### src/hw/rtl/rau_pkg.sv
// ----------------------------------------------------------------------------
// rau_pkg
// Types and codes shared by the rational arithmetic unit.
// ----------------------------------------------------------------------------
package rau_pkg;

  localparam int unsigned WIDE_BITS  = 64;
  localparam int unsigned MUL_BITS   = 33;
  localparam int unsigned CNT_BITS   = 7;

  typedef enum logic [1:0] {
    OP_ADD = 2'd0,
    OP_SUB = 2'd1,
    OP_MUL = 2'd2,
    OP_DIV = 2'd3
  } op_t;

  typedef enum logic [1:0] {
    ST_OK      = 2'd0,
    ST_ZERODEN = 2'd1,
    ST_DIVZERO = 2'd2,
    ST_OVF     = 2'd3
  } status_t;

  typedef enum logic [3:0] {
    S_IDLE,
    S_CHECK,
    S_MUL1,
    S_MUL2,
    S_COMB,
    S_GCD_START,
    S_GCD_RUN,
    S_DIVN_START,
    S_DIVN_RUN,
    S_DIVD_START,
    S_DIVD_RUN,
    S_FINAL,
    S_OUT
  } state_t;

  typedef struct packed {
    logic load;
    logic mul1;
    logic mul2;
    logic comb;
    logic gcd_init;
    logic divn_init;
    logic divd_init;
    logic step;
    logic fin;
    logic out_valid;
  } cmd_t;

  typedef struct packed {
    logic early_err;
    logic num_zero;
    logic gcd_done;
    logic div_done;
  } sts_t;

endpackage

### src/hw/rtl/rau_ctrl.sv
// ----------------------------------------------------------------------------
// rau_ctrl
// Sequencer: checks, products, combining step, Euclid loop, two reducing divisions, output.
// ----------------------------------------------------------------------------
module rau_ctrl (
  input  logic          clk,
  input  logic          rst_n,
  input  logic          in_valid,
  output logic          in_ready,
  input  logic          out_ready,
  input  rau_pkg::sts_t sts,
  output rau_pkg::cmd_t cmd
);
  import rau_pkg::*;

  state_t state_r, state_nxt;

  always_ff @(posedge clk) begin
    if (!rst_n) state_r <= S_IDLE;
    else        state_r <= state_nxt;
  end

  always_comb begin
    state_nxt = state_r;
    unique case (state_r)
      S_IDLE:       if (in_valid) state_nxt = S_CHECK;
      S_CHECK:      state_nxt = sts.early_err ? S_OUT : S_MUL1;
      S_MUL1:       state_nxt = S_MUL2;
      S_MUL2:       state_nxt = S_COMB;
      S_COMB:       state_nxt = S_GCD_START;
      S_GCD_START:  state_nxt = sts.num_zero ? S_FINAL : S_GCD_RUN;
      S_GCD_RUN:    if (sts.gcd_done) state_nxt = S_DIVN_START;
      S_DIVN_START: state_nxt = S_DIVN_RUN;
      S_DIVN_RUN:   if (sts.div_done) state_nxt = S_DIVD_START;
      S_DIVD_START: state_nxt = S_DIVD_RUN;
      S_DIVD_RUN:   if (sts.div_done) state_nxt = S_FINAL;
      S_FINAL:      state_nxt = S_OUT;
      S_OUT:        if (out_ready) state_nxt = S_IDLE;
      default:      state_nxt = S_IDLE;
    endcase
  end

  always_comb begin
    cmd = '0;
    in_ready = 1'b0;
    unique case (state_r)
      S_IDLE:       begin in_ready = 1'b1; cmd.load = in_valid; end
      S_MUL1:       cmd.mul1 = 1'b1;
      S_MUL2:       cmd.mul2 = 1'b1;
      S_COMB:       cmd.comb = 1'b1;
      S_GCD_START:  cmd.gcd_init = 1'b1;
      S_GCD_RUN:    cmd.step = 1'b1;
      S_DIVN_START: cmd.divn_init = 1'b1;
      S_DIVN_RUN:   cmd.step = 1'b1;
      S_DIVD_START: cmd.divd_init = 1'b1;
      S_DIVD_RUN:   cmd.step = 1'b1;
      S_FINAL:      cmd.fin = 1'b1;
      S_OUT:        cmd.out_valid = 1'b1;
      default:      cmd = '0;
    endcase
  end
endmodule

### config.mk
export PLATFORM = sky130hd
export DESIGN_NAME = rau_ctrl
export DESIGN_NICKNAME = d
export VERILOG_FILES = /design/src/hw/rtl/rau_pkg.sv /design/src/hw/rtl/rau_ctrl.sv
export SDC_FILE = /design/constraint.sdc
export NUM_CORES = 1
export LEC_CHECK = 0
export ABC_AREA = 1
export ABC_CLOCK_PERIOD_IN_PS = 2300
export BUFFER_PORTS_ARGS = -buffer_cell sky130_fd_sc_hd__buf_2
export CORE_AREA = 2 2 39 41
export CTS_BUF_LIST = sky130_fd_sc_hd__clkbuf_2
export DETAILED_ROUTE_END_ITERATION = 8
export DIE_AREA = 0 0 41 43
export HOLD_SLACK_MARGIN = 0.05
export SYNTH_ARGS = -nofsm -noshare
export SYNTH_HDL_FRONTEND = slang
export SYNTH_SLANG_ARGS = --single-unit
### constraint.sdc
create_clock -name clk -period 2.3 [get_ports clk]
set_input_delay 0.46 -clock clk [delete_from_list [all_inputs] [get_ports clk]]
set_output_delay 0.46 -clock clk [all_outputs]
set_load 0.05 [all_outputs]
==> Flow_metrics.wiki, run 1 <==
{| class="wikitable"
! Metric !! Value
|-
| TNS Setup || 0 ns
|-
| Unrepaired setup endpoints after global routing || false
|-
| Via count normalized by instance count || between 4 and 5
|-
| Number of synthesized register bits || 4
|-
| Iteration-0 DRC count of the detailed router || 14
|-
| Peak supply drop || 0.911 mV
|-
| Maximum level of the CTS H-tree || 1
|-
| Clock root buffer || sky130_fd_sc_hd__clkbuf_2
|-
| I/O pin cnt || 19
|-
| Worst Setup Slack, final || between 0.4 and 0.5 ns
|-
| Clock buffers created by TritonCTS || 3
|-
| Largest net degree at the start of global routing || 9
|-
| Critical path cell sequence || nor2_1 -> inv_1 -> nor3_1 -> buf_2
|-
| Clk sinks || 4
|-
| Layout filler cell count || roughly 160
|-
| Largest register by flop count || state_r
|-
| Fin crit share || 0.826
|-
| Tot GR Track Use || 0.131
|-
| Final Wtd Congestion || around 0.82
|-
| Drt wl/cell || just under 10 um
|-
| Worst Path Max Fanout || 8
|-
| Worst slew margin || 0.733
|-
| Static leakage || between 0.3 and 0.4 nW
|-
| Cell types occupying the most area after synthesis || sky130_fd_sc_hd__dfxtp_1 18%, sky130_fd_sc_hd__inv_1 13%, sky130_fd_sc_hd__nor2_4 10%, sky130_fd_sc_hd__nand2_1 9.4%, sky130_fd_sc_hd__nand3_1 8.0%
|-
| Part of the Yosys area used for sequential elements || 0.183
|-
| Horizontal die dimension || around 41 um
|-
| Synth Cell Area || 438 um2
|-
| Clock tree from TritonCTS || yes
|-
| Clock-pin slew on the worst setup and hold paths || around 0.04 ns
|-
| Total buffers and inverters traversed by the critical path || 2
|-
| Minimum setup slack after placement || 0.612 ns
|-
| Number of nets in the finished design || between 100 and 150
|-
| CTS resizes || 0
|-
| Port Buf Inserts || 18
|-
| Final design area excluding fillers || around 550 um2
|-
| Data required, critical path || 1.84 ns
|-
| Placed wire-length estimate || 849 um
|-
| Kind of end point of the critical path || output pin
|-
| Category of cells accounting for the largest share of critical-path delay || flip-flops
|-
| Crit start category || register
|-
| Site Rows || 14
|-
| Number of distinct library cells after synthesis || 20
|-
| Number of cells produced by synthesis || 71
|-
| Number of flops mapped to enable cells by yosys || 0
|-
| Fraction of registers with async set or reset after synthesis || 0
|-
| Hold Violations, Final || 0
|-
| Initial cell density of the core || 0.316
|-
| Yosys top cell area share || 0.183
|-
| Syn_area_per_cell || just over 6 um2
|-
| MaxCap Viol Count || 0
|-
| Cell with the most instances after synthesis || sky130_fd_sc_hd__inv_1
|-
| Critical path class || reg -> out
|-
| Instance area after placement || 537 um2
|-
| Slew at the pin with the worst max-slew slack || between 0.4 and 0.5 ns
|-
| Detail Route Antenna Nets || 0
|-
| Syn-to-layout area delta || 26.0%
|-
| Number of buffers added to fix hold violations after cts || 0
|-
| Result of the run || finished clean
|-
| Number of antenna violations at the first check in global routing || 0
|-
| Warning count from the yosys run || 0
|-
| Number of diodes added for antenna fixing || 0
|-
| Max reg flops || 4
|-
| Die Y || between 40 and 50 um
|-
| Overall die area || ~1800 um2
|-
| Core area || 1380 um2
|-
| Buffer count from post-CTS setup fixing || 0
|-
| Insertion delay to the later sink of the worst-skew pair || approximately 0.22 ns
|-
| Proportion of layout cells with a drive suffix above 1 || 0.418
|-
| Max Buffers Root-to-Sink || 2
|-
| Setup Viol. Count Final || 0
|-
| Via count of the routed design || 480
|-
| Final Skew || slightly below 0.007 ns
|-
| Pins over their slew limit || 0
|-
| Critical path arrival || roughly 1.4 ns
|-
| First-pass GRT wire length || roughly 1.5 mm
|-
| Overall power after layout || 877 uW
|-
| Final wirelength || ~1.0 mm
|-
| Leading area contributor after synthesis || sky130_fd_sc_hd__dfxtp_1
|-
| Class of the tightest hold or removal check || in -> reg
|-
| Power density of the placed cells || roughly 1600 nW/um2
|-
| Top cells by instance count after synthesis || 15 x sky130_fd_sc_hd__inv_1, 11 x sky130_fd_sc_hd__nand2_1, 9 x sky130_fd_sc_hd__nor2_1
|-
| Leading registers by flop count || state_r (4)
|-
| Via count of the first global-routing pass || approximately 390
|-
| Final Hold Slack || about 0.48 ns
|-
| Top achievable clock speed || between 0.5 and 0.6 GHz
|-
| Max stage delay cell, worst path || sky130_fd_sc_hd__dfxtp_1
|-
| Maximum single-stage delay on the critical path || 0.42 ns
|-
| Flip-flop cell with the highest count after synthesis || sky130_fd_sc_hd__dfxtp_1
|-
| Post-Synthesis Net Count || between 70 and 80
|-
| Overall overflow remaining after global route || 0
|-
| Shortest period the worst path allows || about 1.9 ns
|-
| DRT Pass-1 Iters || 4
|-
| Residual DRC || 0
|}
-- power by group --
part,leakage [nW],switching [mW],internal (mW),total (mW)
Clock,0.0125,0.0327,0.0351,0.0678
Combinational,0.271,0.467,0.173,0.641
Sequential,0.0329,0.0664,0.102,0.168
-- metal layers --
layer | GRT usage | wire [um] | part of all wire
met5 | 0 | 0 | 0
met4 | 0.0200 | 0 | 0
met3 | 0.0628 | 69 | 0.066
met2 | 0.194 | 478 | 0.46
met1 | 0.173 | 493 | 0.47
-- layout by cell type (no fill, tap or decap), types with 2 or more instances in the layout --
cell	n
sky130_fd_sc_hd__nor2_4	4
sky130_fd_sc_hd__nor2_2	3
sky130_fd_sc_hd__nand2_1	11
sky130_fd_sc_hd__nand2_2	4
sky130_fd_sc_hd__buf_2	18
sky130_fd_sc_hd__nand3_2	2
sky130_fd_sc_hd__nand3_1	7
sky130_fd_sc_hd__dfxtp_1	4
sky130_fd_sc_hd__a21oi_2	2
sky130_fd_sc_hd__inv_1	15
sky130_fd_sc_hd__clkbuf_2	3
sky130_fd_sc_hd__nor2_1	9
-- per-stage QoR --
stage | cells | utilization
3_3_place_gp | 104 | 0.388
5_1_grt | 107 | 0.399
3_5_place_dp | 104 | 0.388
6_report | 107 | 0.399
2_1_floorplan | 71 | -
4_1_cts | 107 | 0.399
-- worst paths after layout --
kind                            startpoint          to  slack [ns]  cells after the start
worst min register to register  state_r[2]  state_r[2]        0.64                      2
worst max-delay path            state_r[0]      cmd[9]        0.40                      4
worst min-delay path                 rst_n  state_r[1]        0.48                      3
worst max register to register  state_r[0]  state_r[2]        0.99                      6
-- logic make-up (layout without fill, tap and decap cells) --
family / count (synthesis) / in the layout / synth area share
AO/OA/AOI/OAI: 5 / 5 / 0.0771
AND/OR/NAND/NOR: 44 / 44 / 0.569
buffers and inverters: 18 / 38 / 0.171
flip-flops: 4 / 4 / 0.183
-- tightest hold or removal path: stages --
cell	delay (ns)
sky130_fd_sc_hd__buf_2	0.11
sky130_fd_sc_hd__nand2_1	0.05
sky130_fd_sc_hd__inv_1	0.04
-- area by class of cell --
cell class                      count  area [um2]  area share
Sequential cell                     4        80.1       0.145
Inverter                           17        63.8       0.116
Timing Repair Buffer               18        90.1       0.163
Multi-Input combinational cell     49         283       0.512
Clock buffer                        3        15.0      0.0272
Tap cell                           16        20.0      0.0363
No activity file was read; power rests on OpenSTA's default activity.
==> inputs of run 2 (changes only) <==
--- a/config.mk
+++ b/config.mk
@@ -5,8 +5,8 @@
 export SDC_FILE = /design/constraint.sdc
 export NUM_CORES = 1
 export LEC_CHECK = 0
-export ABC_AREA = 1
-export ABC_CLOCK_PERIOD_IN_PS = 2300
+export ABC_AREA = 0
+export ABC_CLOCK_PERIOD_IN_PS = 1530
 export BUFFER_PORTS_ARGS = -buffer_cell sky130_fd_sc_hd__buf_2
 export CORE_AREA = 2 2 39 41
 export CTS_BUF_LIST = sky130_fd_sc_hd__clkbuf_2
==> constraint.sdc (replaced) <==
create_clock -name clk -period 1.53 [get_ports clk]
set_input_delay 0.306 -clock clk [delete_from_list [all_inputs] [get_ports clk]]
set_output_delay 0.306 -clock clk [all_outputs]
set_load 0.05 [all_outputs]
==> Flow_metrics.wiki, run 2 <==
{| class="wikitable"
! Metric !! Value
|-
| Power density of the placed cells || 1370 nW/um2
|-
| Peak supply drop || 0.541 mV
|-
| Iteration-0 DRC count of the detailed router || 3
|-
| Horizontal die dimension || 41 um
|-
| Max Buffers Root-to-Sink || 2
|-
| Proportion of layout cells with a drive suffix above 1 || 0.700
|-
| Layout filler cell count || about 140
|-
| Worst Path Max Fanout || 7
|-
| Worst Setup Slack, final || around 0.0095 ns
|-
| Final design area excluding fillers || ~730 um2
|-
| Slew at the pin with the worst max-slew slack || between 0.3 and 0.4 ns
|-
| Result of the run || finished clean
|-
| Overall die area || roughly 1800 um2
|-
| Most common cell after layout, fill and taps aside || sky130_fd_sc_hd__buf_2
|-
| Data required, critical path || between 1 and 1.5 ns
|-
| Hold Path Origin || rst_n
|-
| Post-Synthesis Net Count || 63
|-
| Cell types occupying the most area after synthesis || sky130_fd_sc_hd__dfxtp_1 19%, sky130_fd_sc_hd__nor2_1 7.9%, sky130_fd_sc_hd__buf_6 5.3%, sky130_fd_sc_hd__o31ai_4 5.0%, sky130_fd_sc_hd__nor3_1 4.7%
|-
| Number of cells produced by synthesis || 55
|-
| Compound-cell area share of the yosys netlist || 0.290
|-
| Clock-pin slew on the worst setup and hold paths || ~0.05 ns
|-
| Unrepaired setup endpoints after global routing || true
|-
| Top cells by instance count after synthesis || 9 x sky130_fd_sc_hd__nor2_1, 4 x sky130_fd_sc_hd__dfxtp_1, 4 x sky130_fd_sc_hd__nand2_1, 4 x sky130_fd_sc_hd__nor3_1
|-
| Fraction of registers with async set or reset after synthesis || 0
|-
| Hold Path Sink || state_r[3]
|-
| Post-synthesis share of cell area spent on xor and xnor gates || 0
|-
| MaxCap Viol Count || 0
|-
| R2r worst-path depth || 5
|-
| Maximum level of the CTS H-tree || 1
|-
| DRT Pass-1 Iters || 4
|-
| Cell with the most instances after synthesis || sky130_fd_sc_hd__nor2_1
|-
| Site Rows || 14
|-
| Kind of end point of the critical path || output pin
|-
| Tot GR Track Use || 0.139
|-
| Core occupancy in the finished layout || 0.528
|-
| Instance area after placement || 616 um2
|-
| Hold Violations, Final || 0
|-
| Final wirelength || roughly 1.1 mm
|-
| Via count normalized by instance count || between 4 and 5
|-
| Fin crit share || 0.994
|-
| Main combinational cell family by area after synthesis || simple AND/OR/NAND/NOR gates
|-
| Overall overflow remaining after global route || 0
|-
| Die Y || 43 um
|-
| Post-synthesis share of cell area spent on full adders, half adders and majority gates || 0
|-
| Minimum setup slack after placement || ~0.09 ns
|-
| Number of flops mapped to enable cells by yosys || 0
|-
| Max reg flops || 4
|-
| Syn-to-layout area delta || 71.3%
|-
| Static leakage || between 0.3 and 0.4 nW
|-
| Count of non-filler cells in the finished layout || 96
|-
| Largest register by flop count || state_r
|-
| Final Wtd Congestion || between 0.8 and 0.9
|-
| Number of placed instances with taps included || approximately 90
|-
| Clk sinks || 4
|-
| Top achievable clock speed || 0.658 GHz
|-
| Port Buf Inserts || 18
|-
| Critical path class || reg -> out
|-
| Simple-Gate Fraction of Synth Area || 0.349
|-
| Number of nets in the finished design || 90
|-
| Number of diodes added for antenna fixing || 0
|-
| Seq. cell area || 90.1 um2
|-
| I/O pin cnt || 19
|-
| Residual DRC || 0
|-
| Placed wire-length estimate || around 820 um
|-
| Reg2reg end || state_r[2]
|-
| Initial cell density of the core || 0.308
|-
| Critical path arrival || between 1 and 1.5 ns
|-
| Setup Viol. Count Final || 0
|-
| Warning count from the yosys run || 0
|-
| Hold-critical path depth || 3
|-
| Leading area contributor after synthesis || sky130_fd_sc_hd__dfxtp_1
|-
| First-pass GRT wire length || 1.70 mm
|-
| Clock tree from TritonCTS || yes
|-
| Beginning of the worst register-to-register path || state_r[2]
|-
| Crit start category || register
|-
| Via count of the first global-routing pass || 460
|-
| Via count of the routed design || ~480
|-
| TNS Setup || 0 ns
|-
| Class of the tightest hold or removal check || in -> reg
|-
| Insertion delay to the later sink of the worst-skew pair || 0.20 ns
|-
| Synth Cell Area || ~430 um2
|-
| Detail Route Antenna Nets || 0
|-
| Core area || 1380 um2
|-
| Leading registers by flop count || state_r (4)
|-
| Multiplexer share of the synthesized area || 0.0499
|-
| Pins over their slew limit || 0
|-
| Largest net degree at the start of global routing || 11
|-
| Area of combinational cells with multiple inputs || 369 um2
|-
| Number of antenna violations at the first check in global routing || 0
|-
| Most used cells in the layout excluding fill and tap cells || 10 x sky130_fd_sc_hd__buf_2, 7 x sky130_fd_sc_hd__buf_6, 6 x sky130_fd_sc_hd__buf_4
|-
| Worst slew margin || 0.797
|-
| Part of the Yosys area used for sequential elements || 0.188
|-
| Clock buffers created by TritonCTS || 3
|-
| Shortest period the worst path allows || roughly 1.5 ns
|-
| Number of synthesized register bits || 4
|-
| Drt wl/cell || 11.1 um
|-
| Number of distinct library cells after synthesis || 31
|-
| Yosys top cell area share || 0.188
|-
| Final Skew || ~0.0042 ns
|-
| Clock root buffer || sky130_fd_sc_hd__clkbuf_2
|-
| Flop2flop setup slack || around 0.22 ns
|-
| Flip-flop cell with the highest count after synthesis || sky130_fd_sc_hd__dfxtp_1
|-
| Syn_area_per_cell || 7.76 um2
|}
run 2: cell types whose count changed after synthesis, sizes merged, moves of 2 or more:
cell / before / now
nand3: 9 / 1
o21ai: 2 / 4
nor2: 16 / 9
inv: 16 / 4
a211oi: 0 / 2
nor3: 1 / 4
nor2b: 0 / 2
nand2: 16 / 4
buf: 1 / 4
run 2: worst max path at each step:
| stage | cells past startpoint | startpoint | endpoint |
|---|---|---|---|
| CTS | 3 | state_r[2] | cmd[6] |
| global route | 3 | state_r[2] | cmd[6] |
| global placement | 5 | state_r[3] | cmd[2] |
| detailed placement | 3 | state_r[2] | cmd[6] |
| finish | 3 | state_r[2] | cmd[6] |
| floorplan | 3 | state_r[2] | cmd[9] |
run 2: power breakdown:
group / switching (mW) / total [mW] / internal, mW / leakage (nW)
combinational: 0.408 / 0.713 / 0.305 / 0.254
sequential: 0.0559 / 0.195 / 0.139 / 0.0350
clock: 0.0417 / 0.0944 / 0.0527 / 0.0125
run 2: timing repair:
action,CTS,global route
pin swaps,0,3
hold endpoints to repair,0,0
hold buffers,0,0
buffers inserted,1,0
setup endpoints to repair,10,9
resized for setup,17,16
run 2: metrics by stage:
step           hold WS (ns)  power (mW)
2_1_floorplan         0.433       0.692
3_3_place_gp          0.578       0.807
3_5_place_dp          0.581       0.811
4_1_cts               0.342       0.966
5_1_grt               0.341        1.07
6_report              0.353        1.00
run 2: critical path: stages, from the launching register on:
cell and delay [ns]:
sky130_fd_sc_hd__dfxtp_4 0.39, sky130_fd_sc_hd__or2b_4 0.31, sky130_fd_sc_hd__nor3_4 0.13, sky130_fd_sc_hd__buf_6 0.18
run 2: routing by layer:
layer | track usage | vias to the layer above | wire length [um]
met4 | 0.0600 | 0 | 0
met1 | 0.148 | 220 | 425
met5 | 0 | - | 0
li1 | - | 243 | -
met2 | 0.241 | 13 | 588
met3 | 0.0314 | 0 | 53
run 2: cells by family (layout without fill, tap and decap cells):
logic type             count (synthesis)  in the layout
AO/OA/AOI/OAI                         13             13
buffers and inverters                  8             33
flip-flops                             4              4
multiplexers                           2              2
AND/OR/NAND/NOR                       28             28
run 2: area by class of cell:
class,instances,share of cell area
clock buffer,3,0.0205
multi-input combinational,43,0.505
sequential,4,0.123
tap,16,0.0274
inverter,4,0.0240
timing repair buffer,26,0.300
